===== src/rtl/core/fcp_pkg.sv =====
// Shared types and constants of the framed CSV command parser.
`default_nettype none

package fcp_pkg;

  localparam int unsigned NumFields = 5;
  localparam int unsigned FieldIdxW = 3;
  localparam int unsigned BodyLenW  = 6;
  localparam int unsigned CfgIdxW   = 2;

  typedef enum logic [CfgIdxW-1:0] {
    CFG_START_BYTE = 2'd0,
    CFG_END_BYTE   = 2'd1,
    CFG_SEP_BYTE   = 2'd2
  } cfg_idx_e;

  typedef enum logic [2:0] {
    ST_OK          = 3'd0,
    ST_WRONG_START = 3'd1,
    ST_WRONG_END   = 3'd2,
    ST_TIMEOUT     = 3'd3,
    ST_MISSING     = 3'd4
  } status_e;

  localparam logic [7:0] StartByteRst = 8'd126;
  localparam logic [7:0] EndByteRst   = 8'd42;
  localparam logic [7:0] SepByteRst   = 8'd44;

  localparam logic [7:0] CharZero  = 8'd48;
  localparam logic [7:0] CharNine  = 8'd57;
  localparam logic [7:0] CharPlus  = 8'd43;
  localparam logic [7:0] CharMinus = 8'd45;
  localparam logic [7:0] CharSpace = 8'd32;
  localparam logic [7:0] CharTab   = 8'd9;
  localparam logic [7:0] CharCr    = 8'd13;

  typedef struct packed {
    status_e                   status;
    logic [NumFields-1:0][7:0] values;
  } result_t;

endpackage

`default_nettype wire


===== src/rtl/core/framed_csv_command_parser.sv =====
// Top level of the framed CSV command parser: frame tracking, field parsing, result buffering.
//
//   Channel | Direction | Handshake              | Payload
//   --------+-----------+------------------------+------------------------------------------
//   in      | input     | in_valid_i / in_stall_o | rx_byte_i, is_timeout_i
//   out     | output    | out_valid_o / out_stall_i | status_o, motor_id_o .. speed_o
//   cfg     | input     | cfg_we_i               | cfg_index_i, cfg_data_i
//
// Each item is fully processed in the cycle it is accepted; one item per cycle unless stalled.
// Its result is registered in the output register, or in the skid register if that is held.
// A two-entry output buffer (output register plus skid register) decouples the sides;
// in_stall_o rises only when both entries hold results.
// Reset restores the default frame bytes and returns the parser to idle.
`default_nettype none

module framed_csv_command_parser #(
  parameter int unsigned MAX_BODY = 49
) (
  input  wire logic                        clk_i,
  input  wire logic                        rst_ni,
  input  wire logic                        in_valid_i,
  output logic                             in_stall_o,
  input  wire logic [7:0]                  rx_byte_i,
  input  wire logic                        is_timeout_i,
  output logic                             out_valid_o,
  input  wire logic                        out_stall_i,
  output logic [2:0]                       status_o,
  output logic [7:0]                       motor_id_o,
  output logic [7:0]                       motor_state_o,
  output logic [7:0]                       direction_o,
  output logic [7:0]                       step_count_o,
  output logic [7:0]                       speed_o,
  input  wire logic                        cfg_we_i,
  input  wire logic [fcp_pkg::CfgIdxW-1:0] cfg_index_i,
  input  wire logic [7:0]                  cfg_data_i
);

  localparam logic [fcp_pkg::BodyLenW-1:0]  MaxBodyLen = fcp_pkg::BodyLenW'(MAX_BODY);
  localparam logic [fcp_pkg::FieldIdxW-1:0] FieldsFull = fcp_pkg::FieldIdxW'(fcp_pkg::NumFields);

  typedef enum logic [1:0] {
    PH_IDLE = 2'd0,
    PH_BODY = 2'd1,
    PH_FULL = 2'd2
  } phase_e;

  typedef enum logic [1:0] {
    NP_BETWEEN = 2'd0,
    NP_LEAD    = 2'd1,
    NP_DIGITS  = 2'd2,
    NP_TRAIL   = 2'd3
  } num_phase_e;

  logic [7:0] start_q, end_q, sep_q;

  phase_e                          phase_q, phase_d;
  logic [fcp_pkg::BodyLenW-1:0]    body_len_q, body_len_d;
  logic [fcp_pkg::FieldIdxW-1:0]   fidx_q, fidx_d;
  num_phase_e                      nph_q, nph_d;
  logic                            neg_q, neg_d;
  logic [7:0]                      acc_q, acc_d;
  logic                            ended_q, ended_d;
  logic [fcp_pkg::NumFields-1:0][7:0] fields_q, fields_d;

  fcp_pkg::result_t res;
  logic             res_valid;
  fcp_pkg::result_t out_q, skid_q;
  logic             out_valid_q, skid_valid_q;

  logic                          in_acc;
  logic                          out_pop;
  logic [7:0]                    close_val;
  logic [3:0]                    digit;
  logic [7:0]                    acc_x10;
  logic                          is_digit;
  logic                          is_ws;
  logic                          do_close;
  logic [fcp_pkg::FieldIdxW-1:0] fidx_fin;

  assign in_stall_o = skid_valid_q;
  assign in_acc     = in_valid_i && !skid_valid_q;
  assign out_pop    = out_valid_q && !out_stall_i;

  assign close_val = neg_q ? 8'(8'd0 - acc_q) : acc_q;
  assign digit     = 4'(rx_byte_i - fcp_pkg::CharZero);
  assign acc_x10   = 8'({acc_q[4:0], 3'b000} + {acc_q[6:0], 1'b0});
  assign is_digit  = rx_byte_i inside {[fcp_pkg::CharZero:fcp_pkg::CharNine]};
  assign is_ws     = rx_byte_i inside {fcp_pkg::CharSpace, [fcp_pkg::CharTab:fcp_pkg::CharCr]};

  always_comb begin
    phase_d    = phase_q;
    body_len_d = body_len_q;
    fidx_d     = fidx_q;
    nph_d      = nph_q;
    neg_d      = neg_q;
    acc_d      = acc_q;
    ended_d    = ended_q;
    fields_d   = fields_q;
    res_valid  = 1'b0;
    res        = '0;
    do_close   = 1'b0;
    fidx_fin   = fidx_q;

    if (in_acc) begin
      if (phase_q == PH_IDLE) begin
        if (!is_timeout_i) begin
          if (rx_byte_i != start_q) begin
            res_valid  = 1'b1;
            res.status = fcp_pkg::ST_WRONG_START;
          end else begin
            phase_d    = PH_BODY;
            body_len_d = '0;
            fidx_d     = '0;
            nph_d      = NP_BETWEEN;
            neg_d      = 1'b0;
            acc_d      = '0;
            ended_d    = 1'b0;
          end
        end
      end else if (is_timeout_i) begin
        phase_d    = PH_IDLE;
        res_valid  = 1'b1;
        res.status = fcp_pkg::ST_TIMEOUT;
      end else if (rx_byte_i == end_q) begin
        phase_d   = PH_IDLE;
        res_valid = 1'b1;
        if (!ended_q && nph_q != NP_BETWEEN && fidx_q < FieldsFull) begin
          fields_d[fidx_q] = close_val;
          fidx_fin         = fidx_q + 1'b1;
        end
        if (fidx_fin >= FieldsFull) begin
          res.status = fcp_pkg::ST_OK;
          res.values = fields_d;
        end else begin
          res.status = fcp_pkg::ST_MISSING;
        end
      end else if (phase_q == PH_FULL) begin
        phase_d    = PH_IDLE;
        res_valid  = 1'b1;
        res.status = fcp_pkg::ST_WRONG_END;
      end else begin
        if (!ended_q) begin
          if (rx_byte_i == 8'd0) begin
            do_close = 1'b1;
            ended_d  = 1'b1;
          end else if (rx_byte_i == sep_q) begin
            do_close = 1'b1;
          end else begin
            case (nph_q)
              NP_BETWEEN, NP_LEAD: begin
                if (is_ws) begin
                  nph_d = NP_LEAD;
                end else if (rx_byte_i == fcp_pkg::CharPlus ||
                             rx_byte_i == fcp_pkg::CharMinus) begin
                  neg_d = (rx_byte_i == fcp_pkg::CharMinus);
                  nph_d = NP_DIGITS;
                end else if (is_digit) begin
                  acc_d = {4'd0, digit};
                  nph_d = NP_DIGITS;
                end else begin
                  nph_d = NP_TRAIL;
                end
              end
              NP_DIGITS: begin
                if (is_digit) begin
                  acc_d = 8'(acc_x10 + {4'd0, digit});
                end else begin
                  nph_d = NP_TRAIL;
                end
              end
              default: begin
              end
            endcase
          end
        end
        if (do_close && nph_q != NP_BETWEEN) begin
          if (fidx_q < FieldsFull) begin
            fields_d[fidx_q] = close_val;
            fidx_d           = fidx_q + 1'b1;
          end
          nph_d = NP_BETWEEN;
          neg_d = 1'b0;
          acc_d = '0;
        end
        body_len_d = body_len_q + 1'b1;
        if (body_len_d >= MaxBodyLen) begin
          phase_d = PH_FULL;
        end
      end
    end
  end

  always_ff @(posedge clk_i or negedge rst_ni) begin
    if (!rst_ni) begin
      start_q      <= fcp_pkg::StartByteRst;
      end_q        <= fcp_pkg::EndByteRst;
      sep_q        <= fcp_pkg::SepByteRst;
      phase_q      <= PH_IDLE;
      body_len_q   <= '0;
      fidx_q       <= '0;
      nph_q        <= NP_BETWEEN;
      neg_q        <= 1'b0;
      acc_q        <= '0;
      ended_q      <= 1'b0;
      out_valid_q  <= 1'b0;
      skid_valid_q <= 1'b0;
    end else begin
      if (cfg_we_i) begin
        case (cfg_index_i)
          fcp_pkg::CFG_START_BYTE: start_q <= cfg_data_i;
          fcp_pkg::CFG_END_BYTE:   end_q   <= cfg_data_i;
          fcp_pkg::CFG_SEP_BYTE:   sep_q   <= cfg_data_i;
          default: begin
          end
        endcase
      end
      phase_q    <= phase_d;
      body_len_q <= body_len_d;
      fidx_q     <= fidx_d;
      nph_q      <= nph_d;
      neg_q      <= neg_d;
      acc_q      <= acc_d;
      ended_q    <= ended_d;
      if (skid_valid_q) begin
        if (out_pop) begin
          skid_valid_q <= 1'b0;
        end
      end else if (!out_valid_q || out_pop) begin
        out_valid_q <= res_valid;
      end else if (res_valid) begin
        skid_valid_q <= 1'b1;
      end
    end
  end

  always_ff @(posedge clk_i) begin
    fields_q <= fields_d;
    if (skid_valid_q) begin
      if (out_pop) begin
        out_q <= skid_q;
      end
    end else if (!out_valid_q || out_pop) begin
      out_q <= res;
    end else if (res_valid) begin
      skid_q <= res;
    end
  end

  assign out_valid_o   = out_valid_q;
  assign status_o      = out_q.status;
  assign motor_id_o    = out_q.values[0];
  assign motor_state_o = out_q.values[1];
  assign direction_o   = out_q.values[2];
  assign step_count_o  = out_q.values[3];
  assign speed_o       = out_q.values[4];

  a_stall_needs_output: assert property (@(posedge clk_i) disable iff (!rst_ni)
    skid_valid_q |-> out_valid_q)
    else $error("Skid register holds an item while the output register is empty.");

  a_skid_drains: assert property (@(posedge clk_i) disable iff (!rst_ni)
    (skid_valid_q && !out_stall_i) |=> (out_valid_q && !skid_valid_q))
    else $error("Skid item was not moved to the output register.");

  a_field_index_bound: assert property (@(posedge clk_i) disable iff (!rst_ni)
    fidx_q <= FieldsFull)
    else $error("Field index exceeds the field count.");

  a_full_body_length: assert property (@(posedge clk_i) disable iff (!rst_ni)
    (phase_q == PH_FULL) |-> (body_len_q >= MaxBodyLen))
    else $error("Parser awaits the end byte before the body is full.");

endmodule

`default_nettype wire

===== config.mk =====
export PLATFORM = sky130hd
export DESIGN_NAME = framed_csv_command_parser
export DESIGN_NICKNAME = d
export VERILOG_FILES = /design/src/rtl/core/fcp_pkg.sv /design/src/rtl/core/framed_csv_command_parser.sv
export SDC_FILE = /design/constraint.sdc
export NUM_CORES = 1
export LEC_CHECK = 0
export ABC_CLOCK_PERIOD_IN_PS = 3800
export CORE_MARGIN = 1.5
export CORE_UTILIZATION = 38
export DETAILED_ROUTE_END_ITERATION = 7
export DONT_BUFFER_PORTS = 1
export GPL_TIMING_DRIVEN = 0
export SLEW_MARGIN = 20
export SYNTH_ARGS = -nofsm -noshare
export SYNTH_HDL_FRONTEND = slang
export SYNTH_SLANG_ARGS = --single-unit

===== constraint.sdc =====
create_clock -name clk_i -period 3.8 [get_ports clk_i]
set_clock_uncertainty 0.15 [all_clocks]
set_input_delay 0.76 -clock clk_i [delete_from_list [all_inputs] [get_ports clk_i]]
set_output_delay 0.76 -clock clk_i [all_outputs]
set_load 0.05 [all_outputs]

After elaboration in Yosys (flattened, before gate mapping). Cells that the tools add are included.

Register bits after elaboration: 175. Output and inout port bits: 45. Input bits: 24. Logic and storage cells: 235.

$add $sub $neg: 6. Magnitude comparators: 9. Equal/unequal tests: 26. Reductions and logical operators: 43. Bitwise gates (word level): 4. Mux-type cells: 118.

Operators with widths (number): $mux 40 (9); $mux 43 (4); $mux 8 (16); $mux 3 (17); $mux 1 (42); $bwmux 40 (1); $mux 2 (20); $mux 6 (6); $demux 8 s3 (1); $eq 8x6->1 const B (3); $ne 4x4->1 const B (5); $eq 8x8->1 (2); $pmux 8 s2 (1); $reduce_bool 2->1 (7); $reduce_and 13->1 (1); $reduce_and 11->1 (1); $ne 2x2->1 const B (5); $reduce_and 10->1 (1); $reduce_and 2->1 (5); $add 8x4->8 (1); $add 8x8->8 (1); $ge 8x4->1 const B (1); $ge 8x6->1 const B (1); $le 8x4->1 const B (1); other kinds (32) (54).

Longest topological paths before layout. Gate-level depths: netlist (run 1).

Depth in word-level cells: 16. Depth in mapped cells: 10. Gate-level depth less buffers: 9.

Least setup slack after synthesis (run 1). No wires, ideal clock.

Kind: input-to-reg. From: in rx_byte_i[4]. To: reg fields_q[0] (netlist bit) (enable). Path slack: -0.758 ns. Arrival: 3.957 ns. Data required time: 3.199 ns. Stages on the path: 6. Path buffers: 1. Library setup time: 0.451 ns. Path through: buf_6 -> or4_4 -> nor3_4 -> o211a_1 -> o21ai_0 -> a21oi_1.

Longest elaborated chain between the ends: 12.

RTL lines: start, declared (RTL line framed_csv_command_parser.sv:23) `input wire logic [7:0] rx_byte_i,`; $eq 8x8->1 (RTL line framed_csv_command_parser.sv:146) `end else if (rx_byte_i == sep_q) begin`; $mux 1 (RTL line framed_csv_command_parser.sv:146); $mux 1 (RTL line framed_csv_command_parser.sv:143) `if (rx_byte_i == 8'd0) begin`; $mux 1 (RTL line framed_csv_command_parser.sv:142) `if (!ended_q) begin`; $mux 1 (RTL line framed_csv_command_parser.sv:137) `end else if (phase_q == PH_FULL) begin`; $mux 1 (RTL line framed_csv_command_parser.sv:124) `end else if (rx_byte_i == end_q) begin`; $mux 1 (RTL line framed_csv_command_parser.sv:120) `end else if (is_timeout_i) begin`; $mux 1 (RTL line framed_csv_command_parser.sv:105) `if (phase_q == PH_IDLE) begin`; $mux 1 (RTL line framed_csv_command_parser.sv:104) `if (in_acc) begin`; $logic_and 1x1->1 (RTL line framed_csv_command_parser.sv:176) `if (do_close && nph_q != NP_BETWEEN) begin`; $reduce_bool 2->1 (no line); $reduce_and 6->1 (no line) (*); end signal, assigned (RTL line framed_csv_command_parser.sv:237) `fields_q <= fields_d;`; end, declared (RTL line framed_csv_command_parser.sv:63) `logic [fcp_pkg::NumFields-1:0][7:0] fields_q, fields_d;`.

Mark *: on every way between the ends. The rest lies on a longest branch, timed or not. The select of a mux whose other input is x is not followed. A chain may end at the register's enable or synchronous reset.

Worst setup path after layout (run 1).
From: in rx_byte_i[1]. To: reg skid_q[3] (netlist bit) (enable).

Longest elaborated chain between the ends: 6.

RTL lines: $eq 8x8->1 or $ne 8x8->1 (tied branches) (RTL line framed_csv_command_parser.sv:124, framed_csv_command_parser.sv:107); $mux 1, on equally long branches (RTL line framed_csv_command_parser.sv:124, framed_csv_command_parser.sv:107); $mux 1, on equally long branches (RTL line framed_csv_command_parser.sv:120, framed_csv_command_parser.sv:106); $mux 1 (*) (RTL line framed_csv_command_parser.sv:105); $mux 1 (*) (RTL line framed_csv_command_parser.sv:104); $reduce_and 3->1 (no line) (*); end signal, assigned (RTL line framed_csv_command_parser.sv:245) `skid_q <= res;`; end, declared (RTL line framed_csv_command_parser.sv:67) `fcp_pkg::result_t out_q, skid_q;`.

Mark *: on every way between the ends. The rest lies on a longest branch, timed or not.

==> flow_summary.toml, run 1 <==
[status]
status = "finished, final reports clean"

[setup_path]
reg2reg_from = "end_q[5]"
cp.required_ns = 3.77
r2r_end = "skid_q[3]"
ff2ff_path_depth = 7
critPathBufInv = 2
rrSetupSlack_ns = 0.55
start_kind = "input pin"
worst_path_most_repeated_cell = "nand2_1"
path_cells = "buf_2 -> xor2_1 -> nor4_1 -> nand2_1 -> nand2_1 -> o211ai_1 -> nor2_4 -> buf_12"
cpMaxStageDelayCell = "nor4_1"
path_delay_family = "simple AND/OR/NAND/NOR gates"
critPathMaxFanout = 27
critical_path_class = "in -> reg"
end_kind = "flop"
arrival_ns = 3.25
cp_slowest_stage_delay_ns = 0.69

[synthesis]
syn_inst = 741
ys_ff_latch = 175
netlist.area_leader.share_pct = 43.9
ys_seq_area_share_pct = 58.3
yosys_warnings = 0
synth_area_sq_um = 8630
async_reset_ff_share_pct = 28.0
synth.avg_cell_area_sq_um = 11.6
synthFlopType = "edfxtp_1"
yosys.cell_types.count = 61
yosys.area.top_type = "edfxtp_1"
synth_area_leaders = "edfxtp_1, dfrtp_1, mux2_2, nor2_1, o21ai_0"
syn_nets = 781
synth_edf_count = 126

[cts]
numCtsBuffers = 17
tritoncts = "done"
cts_resized = 0
htree_levels = 4
clkTransAtPathRegs_ns = 0.07
clk_latency_ns = 0.43
root_buffer = "clkbuf_16"
cts_sinks = 175
cts_buffer_depth = 2

[routing]
wire_per_inst_microns = 17.7
postRouteAntennaNets = 0
viasPerCell = 5.32
dr.pass1.iters = 5
drc = 0
drt-initial-drc-count = 478
vias = 5630
wl_mm = 18.7

[die]
coreArea_sq_um = 22000
num_rows = 54
initial_core_util_pct = 39.2
die_area_sq_um = 23600
die_w_microns = 154
die_y_microns = 154
num_io_pins = 69

[grt]
grt_pass1_wl_mm = 30.7
grt_start_max_net_pins = 42
grt-ovfl-total = 0
antenna_found_initial = 0
track_usage_pct = 16.8
grt_pass1_vias = 5672

[timing]
timing.fmax_mhz = 305
hold_viol_final = 0
drv_slew = 0
slew_headroom_pct = 32.7
worst_slew_pin_slew_ns = 1.00
period_minus_slack_ns = 3.28
period_share_pct = 86.2
setup_violations = 0
rsz0062_at_grt = "no"

[placed_design]
io_buffer_count = 0
place_hpwl_mm = 12.8
placed_cells = 1024
finalWeightedCongestion = 0.782

[cells_and_area]
seqCellArea_sq_um = 5020
final_layout_size_suffix_gt1_share_pct = 18.0
nNetsFinal = 806
area_delta_synth_final_pct = 12.7
diodes = 0
stdcell_count = 1058
multi_input_area_sq_um = 3420
fillers = 2042

[power]
p_leak_nw = 3.50
total_power_mw = 6.62
peakVddDrop_mv = 0.327
powerDensity_nw_per_um2 = 681

[min_path]
min_path_type = "in -> async"

[job]
cap_violations = 0
per-stage QoR:
stage / util [%] / hold slack [ns] / instance area, sq um / TNS, ns / setup slack (ns)
floorplan: - / 0.311 / 8630 / 0 / 0.0350
global placement: 40.8 / 0.316 / 8980 / -65.07 / -0.857
detailed placement: 41.2 / 0.316 / 9070 / 0 / 0.112
CTS: 44.1 / 0.000114 / 9710 / 0 / 0.546
global route: 44.1 / 0.0000138 / 9720 / 0 / 0.373
finish: 44.1 / 0.0193 / 9720 / 0 / 0.524
repair_timing:
item                                   in CTS  in global routing
hold buffers                                2                  1
setup buffers                               0                  0
endpoints found under the hold margin      41                  1
placed cells by master, fill, tap and decap left out, types with 14 or more instances in the layout:
| cell | synthesis | layout |
|---|---|---|
| edfxtp_1 | 126 | 126 |
| nor2_1 | 98 | 97 |
| nand2_1 | 71 | 71 |
| o21ai_0 | 67 | 67 |
| mux2_2 | 67 | 67 |
| a21oi_1 | 43 | 42 |
| dfrtp_1 | 37 | 37 |
| clkbuf_1 | 27 | 28 |
| xnor2_1 | 28 | 28 |
| clkbuf_16 | 0 | 17 |
| xor2_1 | 16 | 16 |
| inv_1 | 14 | 14 |
| ha_1 | 14 | 14 |
state kept, by name, summed over array words and instances, names as in the netlist:
signal,flops
neg_q,1
in_stall_o,1
end_q,8
body_len_q,6
ended_q,1
motor_id_o,8
start_q,8
fields_q,40
fidx_q,3
nph_q,2
motor_state_o,8
step_count_o,8
phase_q,2
direction_o,8
skid_q,43
speed_o,8
sep_q,8
acc_q,8
out_valid_o,1
status_o,3
where the power goes:
part           internal, mW  switching [mW]
clock                  1.05           0.769
combinational         0.516           0.864
sequential             2.51           0.906
total                  4.08            2.54
Yosys cell counts (2+ instances only):
cell	instances
edfxtp_1	126
nor2_1	98
nand2_1	71
mux2_2	67
o21ai_0	67
a21oi_1	43
dfrtp_1	37
xnor2_1	28
clkbuf_1	27
xor2_1	16
ha_1	14
inv_1	14
dfstp_2	12
nand3_1	7
nor4_1	7
a21o_1	6
nand4_1	6
nor3_1	6
mux2i_1	5
or3_1	5
a22o_2	4
buf_2	4
nand2b_1	4
o211ai_1	4
o31ai_1	4
a32o_1	3
and2_1	3
and3_1	3
nand3b_1	3
nor2b_1	3
o21a_1	3
o311ai_0	3
buf_1	2
buf_6	2
fa_1	2
nor2_2	2
nor4b_1	2
o21bai_1	2
or2_2	2
or4_1	2
or4b_2	2
per-layer routing:
layer | vias up | track usage [%] | share of wire [%]
met3 | 21 | 3.58 | 4.5
li1 | 2740 | - | -
met4 | 0 | 5.22 | 1.5
met1 | 2724 | 22.8 | 46
met5 | - | 0 | 0
met2 | 145 | 26.9 | 48
cell families after synthesis:
kind of cell / count (synthesis) / share of synthesized area [%]
buffers and inverters: 49 / 2.36
DFF: 175 / 58.3
AOI/OAI and AO/OA: 153 / 10.7
muxes: 73 / 9.50
xor gates and xnor gates: 44 / 4.47
and+or+nand+nor: 231 / 12.2
adders and majority gates: 16 / 2.49
worst max path at each step:
stage                  from           to  depth (start not counted)
6_report       rx_byte_i[1]    skid_q[3]                          8
2_1_floorplan  rx_byte_i[4]  fields_q[0]                          6
5_1_grt        rx_byte_i[1]    skid_q[3]                          8
4_1_cts            end_q[5]    skid_q[1]                          7
3_3_place_gp   rx_byte_i[1]    skid_q[2]                          7
3_5_place_dp   rx_byte_i[1]    skid_q[1]                          8
layout make-up:
| class | instances | area share, % |
|---|---|---|
| plain buffers | 35 | 1.56 |
| clock buffers | 18 | 4.41 |
| clock inverters | 13 | 1.80 |
| inverters | 14 | 0.541 |
| multi-input cells | 517 | 35.2 |
| flip-flops and latches | 175 | 51.7 |
| well taps | 280 | 3.60 |
| repair buffers | 6 | 1.18 |
Note: power is estimated with default switching activity, not from simulation.
==> run 2, diff against run 1 <==
- PLACE_DENSITY: default -> 0.63
==> run 2 against run 1 <==
  * Utilization shrank 0.15 points
  * Highest routed layer unchanged
  * Sequential power about the same
  * Routed wire length is 2.4% lower
  * Critical path depth unchanged
  * Critical path type unchanged
==> flow_summary.toml, run 2 (synthesis results as in run 1) <==
[status]
status = "finished, final reports clean"

[cells_and_area]
final_layout_size_suffix_gt1_share_pct = 18.0
most-common-layout-cells = "edfxtp_1, nor2_1, nand2_1"
final_common_cell = "edfxtp_1"
area_delta_synth_final_pct = 12.3
diodes = 0
nNetsFinal = 806
top_register = "skid_q"
reg.largest.list = "skid_q (43), fields_q (40)"
largest_register_ffs = 43

[grt]
grt_start_max_net_pins = 41
grt_pass1_wl_mm = 29.4
antenna_found_initial = 0
grt-ovfl-total = 0
track_usage_pct = 16.0
grt_pass1_vias = 5449

[setup_path]
cpMaxStageDelayCell = "nor4_1"
reg2reg_from = "end_q[1]"
cp.required_ns = 3.77
critical_path_class = "in -> reg"
path_depth = 8
ff2ff_path_depth = 7
end_kind = "flop"
critPathMaxFanout = 28
path_delay_family = "simple AND/OR/NAND/NOR gates"
worst_path_most_repeated_cell = "nand2_1"
path_cells = "buf_2 -> xor2_1 -> nor4_1 -> nand2_1 -> nand2_1 -> o211ai_1 -> nor2_4 -> buf_12"
cp_slowest_stage_delay_ns = 0.68
crit_start = "rx_byte_i[1]"
worstSetupEndpoint = "skid_q[3]"
rrSetupSlack_ns = 0.64
start_kind = "input pin"
critPathBufInv = 2
arrival_ns = 3.20
r2r_end = "skid_q[3]"

[job]
cap_violations = 0

[power]
p_leak_nw = 3.47
total_power_mw = 6.52
p_int_mw = 3.96
power_frac_comb_pct = 21.0
peakVddDrop_mv = 0.305
clockPowerShare_pct = 26.6
powerDensity_nw_per_um2 = 673
sequentialPowerShare_pct = 52.4
sw_frac_of_total_pct = 39.4
switchingPower_mw = 2.57

[placed_design]
pre_cts_ws_ns = 0.131
place_hpwl_mm = 12.7
finalWeightedCongestion = 0.813
io_buffer_count = 0

[routing]
wire_per_inst_microns = 17.2
dr.pass1.iters = 4
vias = 5598
postRouteAntennaNets = 0
wl_mm = 18.2
viasPerCell = 5.29
drc = 0
drt-initial-drc-count = 422

[die]
num_io_pins = 69
num_rows = 54
die_y_microns = 154
die_area_sq_um = 23600
die_w_microns = 154
coreArea_sq_um = 22000
initial_core_util_pct = 39.2

[cts]
cts_buffer_depth = 2
cts_resized = 0
htree_levels = 4
numCtsBuffers = 17
clk_latency_ns = 0.44
cts_sinks = 175
clkTransAtPathRegs_ns = 0.08
root_buffer = "clkbuf_16"
tritoncts = "done"

[timing]
worst_slew_pin_slew_ns = 0.998
layout_setup_ws_ns = 0.577
hold_viol_final = 0
timing.fmax_mhz = 310
setup_violations = 0
period_share_pct = 84.8
fin_tns_setup_ns = 0
rsz0062_at_grt = "no"
period_minus_slack_ns = 3.22
drv_slew = 0
slew_headroom_pct = 33.3

[min_path]
min_path_type = "in -> async"
run 2: cell types whose count changed in the layout (fill, tap and decap cells not counted):
cell	delta
buf_12	+1
clkinv_2	-2
clkinv_8	+2
clkinvlp_4	+3
bufinv_16	-2
buf_16	-1
inv_6	-1
clkinv_4	+1
inv_8	-1
run 2: how the worst min path moves through the flow:
stage	end	cells past startpoint	slack [ns]
final	start_q[0]	1	0.02
after global routing	sep_q[3]	0	0.0003
after CTS	end_q[3]	0	0.003
after detailed placement	acc_q[4]	0	0.32
after global placement	acc_q[4]	0	0.32
after floorplan	acc_q[0]	0	0.31
run 2: power by group through the flow:
stage / registers [mW] / clock network, mW / logic (mW)
after CTS: 3.43 / 1.76 / 1.39
after global placement: 3.47 / 0 / 1.31
after global routing: 3.46 / 1.82 / 1.53
final: 3.42 / 1.73 / 1.37
after detailed placement: 3.47 / 0 / 1.37
after floorplan: 3.41 / 0 / 1.01
run 2: final cells by class:
cell class / count / area (sq um)
inverters: 14 / 52.6
fillers: 2026 / 12300
clock inverters: 13 / 149
plain buffers: 35 / 151
repair buffers: 6 / 108
clock buffers: 18 / 429
well taps: 280 / 350
flip-flops and latches: 175 / 5020
multi-input cells: 517 / 3420
run 2: per-layer routing:
metal / wire, microns / share of wire [%] / GRT usage (%)
met2: 8880 / 49 / 26.1
met5: 0 / 0 / 0
met1: 8510 / 47 / 21.4
met4: 119 / 0.65 / 4.44
met3: 734 / 4.0 / 3.52
run 2: stage by stage:
step	hold WS (ns)	std cells	cell area [sq um]	util (%)
after global placement	0.316	1021	8980	40.8
after CTS	0.00268	1057	9680	43.9
after detailed placement	0.316	1024	9070	41.2
after floorplan	0.311	741	8630	-
after global routing	0.000334	1058	9690	44.0
final	0.0167	1058	9690	44.0
run 2: timing repair:
action / CTS / global route
endpoints found under the hold margin: 40 / 1
setup buffers: 0 / 0
hold buffers: 2 / 1
run 2: worst reg2reg max path: stages (launching register included):
cell and delay (ns):
dfstp_2 0.53, xor2_1 0.07, nor4_1 0.68, nand2_1 0.27, nand2_1 0.23, o211ai_1 0.20
nor2_4 0.45, buf_12 0.27
==> run 3, diff against run 2 <==
- ABC_CLOCK_PERIOD_IN_PS: 3800 -> 2800
- clock period: 3.8 -> 2.8 ns (I/O delays scaled with it)
==> run 3 against run 2 <==
  * Largest cell class unchanged
  * Sequential power is 36% higher
  * Power up 37%
  * First-iteration DRC count decreased by 7.6%
  * Highest routed layer unchanged
  * Sequential cell count unchanged
==> flow_summary.toml, run 3 (synthesis results as in run 1) <==
[job]
cap_violations = 0

[cells_and_area]
final_util_pct = 44.9
area_delta_synth_final_pct = 14.7
reg.largest.list = "skid_q (43), fields_q (40)"
largest_register_ffs = 43
final_layout_size_suffix_gt1_share_pct = 21.5
finalInstanceArea_sq_um = 9900
nNetsFinal = 813
top_register = "skid_q"
final_common_cell = "edfxtp_1"
diodes = 0
most-common-layout-cells = "edfxtp_1, nor2_1, nand2_1"

[die]
die_y_microns = 154
die_area_sq_um = 23600
coreArea_sq_um = 22000
num_io_pins = 69
die_w_microns = 154
num_rows = 54
initial_core_util_pct = 39.2

[timing]
period_minus_slack_ns = 2.72
layout_setup_ws_ns = 0.0757
setup_violations = 0
timing.fmax_mhz = 367
slew_headroom_pct = 35.8
rsz0062_at_grt = "yes"
period_share_pct = 97.3
worst_slew_pin_slew_ns = 0.953
drv_slew = 0
fin_tns_setup_ns = 0
hold_viol_final = 0

[power]
p_int_mw = 5.42
powerDensity_nw_per_um2 = 901
sw_frac_of_total_pct = 39.2
sequentialPowerShare_pct = 52.0
total_power_mw = 8.92
switchingPower_mw = 3.50
peakVddDrop_mv = 0.449
p_leak_nw = 3.56
power_frac_comb_pct = 21.9
clockPowerShare_pct = 26.0

[placed_design]
pre_cts_ws_ns = -0.404
io_buffer_count = 0
place_hpwl_mm = 12.7
finalWeightedCongestion = 0.791
place_area_sq_um = 9110

[cts]
clkTransAtPathRegs_ns = 0.07
root_buffer = "clkbuf_16"
cts_buffer_depth = 2
numCtsBuffers = 17
tritoncts = "done"
htree_levels = 4
clk_latency_ns = 0.43
cts_sinks = 175

[setup_path]
end_kind = "flop"
start_kind = "flop"
path_delay_family = "compound AO/OA/AOI/OAI gates"
crit_start = "ended_q"
cp.required_ns = 2.81
cp_slowest_stage_delay_ns = 0.68
reg2reg_from = "ended_q"
arrival_ns = 2.73
critical_path_class = "reg -> reg"
cpMaxStageDelayCell = "or4b_2"
path_cells = "o21bai_2 -> or4b_2 -> clkbuf_1 -> clkbuf_2 -> a21oi_1 -> o21ai_0"
critPathMaxFanout = 10
critPathBufInv = 2

[routing]
wl_mm = 18.5
viasPerCell = 5.32
drt-initial-drc-count = 390
postRouteAntennaNets = 0
drc = 0
wire_per_inst_microns = 17.4
vias = 5669
dr.pass1.iters = 5

[grt]
track_usage_pct = 16.3
grt_pass1_wl_mm = 30.1
grt-ovfl-total = 0
antenna_found_initial = 0
grt_pass1_vias = 5569
grt_start_max_net_pins = 50

[min_path]
min_path_type = "in -> reg"
hp-start = "out_stall_i"

[status]
status = "finished, final reports clean"
## run 3: cell count changes in the layout (fill, tap and decap cells not counted), moves of 3 or more
cell     change
nor2_1       -3
xor2_1       -3
xor2_2       +3
nor4_4       +3
buf_4        +6
nor2_2       +3
o21ai_0      -3
## run 3: area by class of cell
class                           count  area, sq um
Buffer                             35          158
Clock buffer                       21          483
Clock inverter                     11         88.8
Fill cell                        2022        12100
Inverter                           14         56.3
Multi-Input combinational cell    517         3540
Sequential cell                   175         5030
Tap cell                          280          350
Timing Repair Buffer               13          198
## run 3: layer usage
metal / vias to the layer above / routed length [microns] / global-route usage (%)
met4: 0 / 186 / 3.93
li1: 2760 / - / -
met3: 16 / 809 / 3.69
met5: - / 0 / 0
met2: 124 / 9000 / 26.9
met1: 2769 / 8500 / 22.0
## run 3: worst paths after layout
| check | endpoint | slack (ns) | depth (start not counted) |
|---|---|---|---|
| setup / recovery | direction_o[1] | 0.08 | 6 |
| hold / removal | out_valid_o | 0.12 | 2 |
| setup reg to reg | direction_o[1] | 0.08 | 6 |
| hold reg to reg | body_len_q[5] | 0.35 | 1 |
| max in group asynchronous | start_q[6] | 1.72 | 2 |
| min in group asynchronous | sep_q[0] | 0.51 | 2 |
## run 3: repair_timing
action                                 in CTS  in global routing
setup buffers                               5                  2
endpoints found under the hold margin      49                  0
pin swaps                                   1                  0
resized for setup                           9                 16
hold buffers                                2                  0
setup endpoints to repair                 126                 92
## run 3: power groups by stage
stage	clock, mW	sequential [mW]	combinational (mW)
after floorplan	0	4.63	1.38
after global placement	0	4.71	1.80
after detailed placement	0	4.70	1.86
after CTS	2.37	4.65	1.93
after global routing	2.46	4.70	2.19
final	2.32	4.64	1.96
## run 3: worst reg2reg max path, delay by kind of cell, from the launching register on
kind | cells | cell delay [ns]
flip-flops | 1 | 0.47
AO/OA/AOI/OAI | 3 | 0.70
buffers and inverters | 2 | 0.45
AND/OR/NAND/NOR | 1 | 0.68
## run 3: metrics by stage
step,hold slack [ns],cells
5_1_grt,0.103,1066
3_3_place_gp,0.118,1021
6_report,0.122,1066
4_1_cts,0.107,1064
3_5_place_dp,0.116,1025
2_1_floorplan,0.114,741
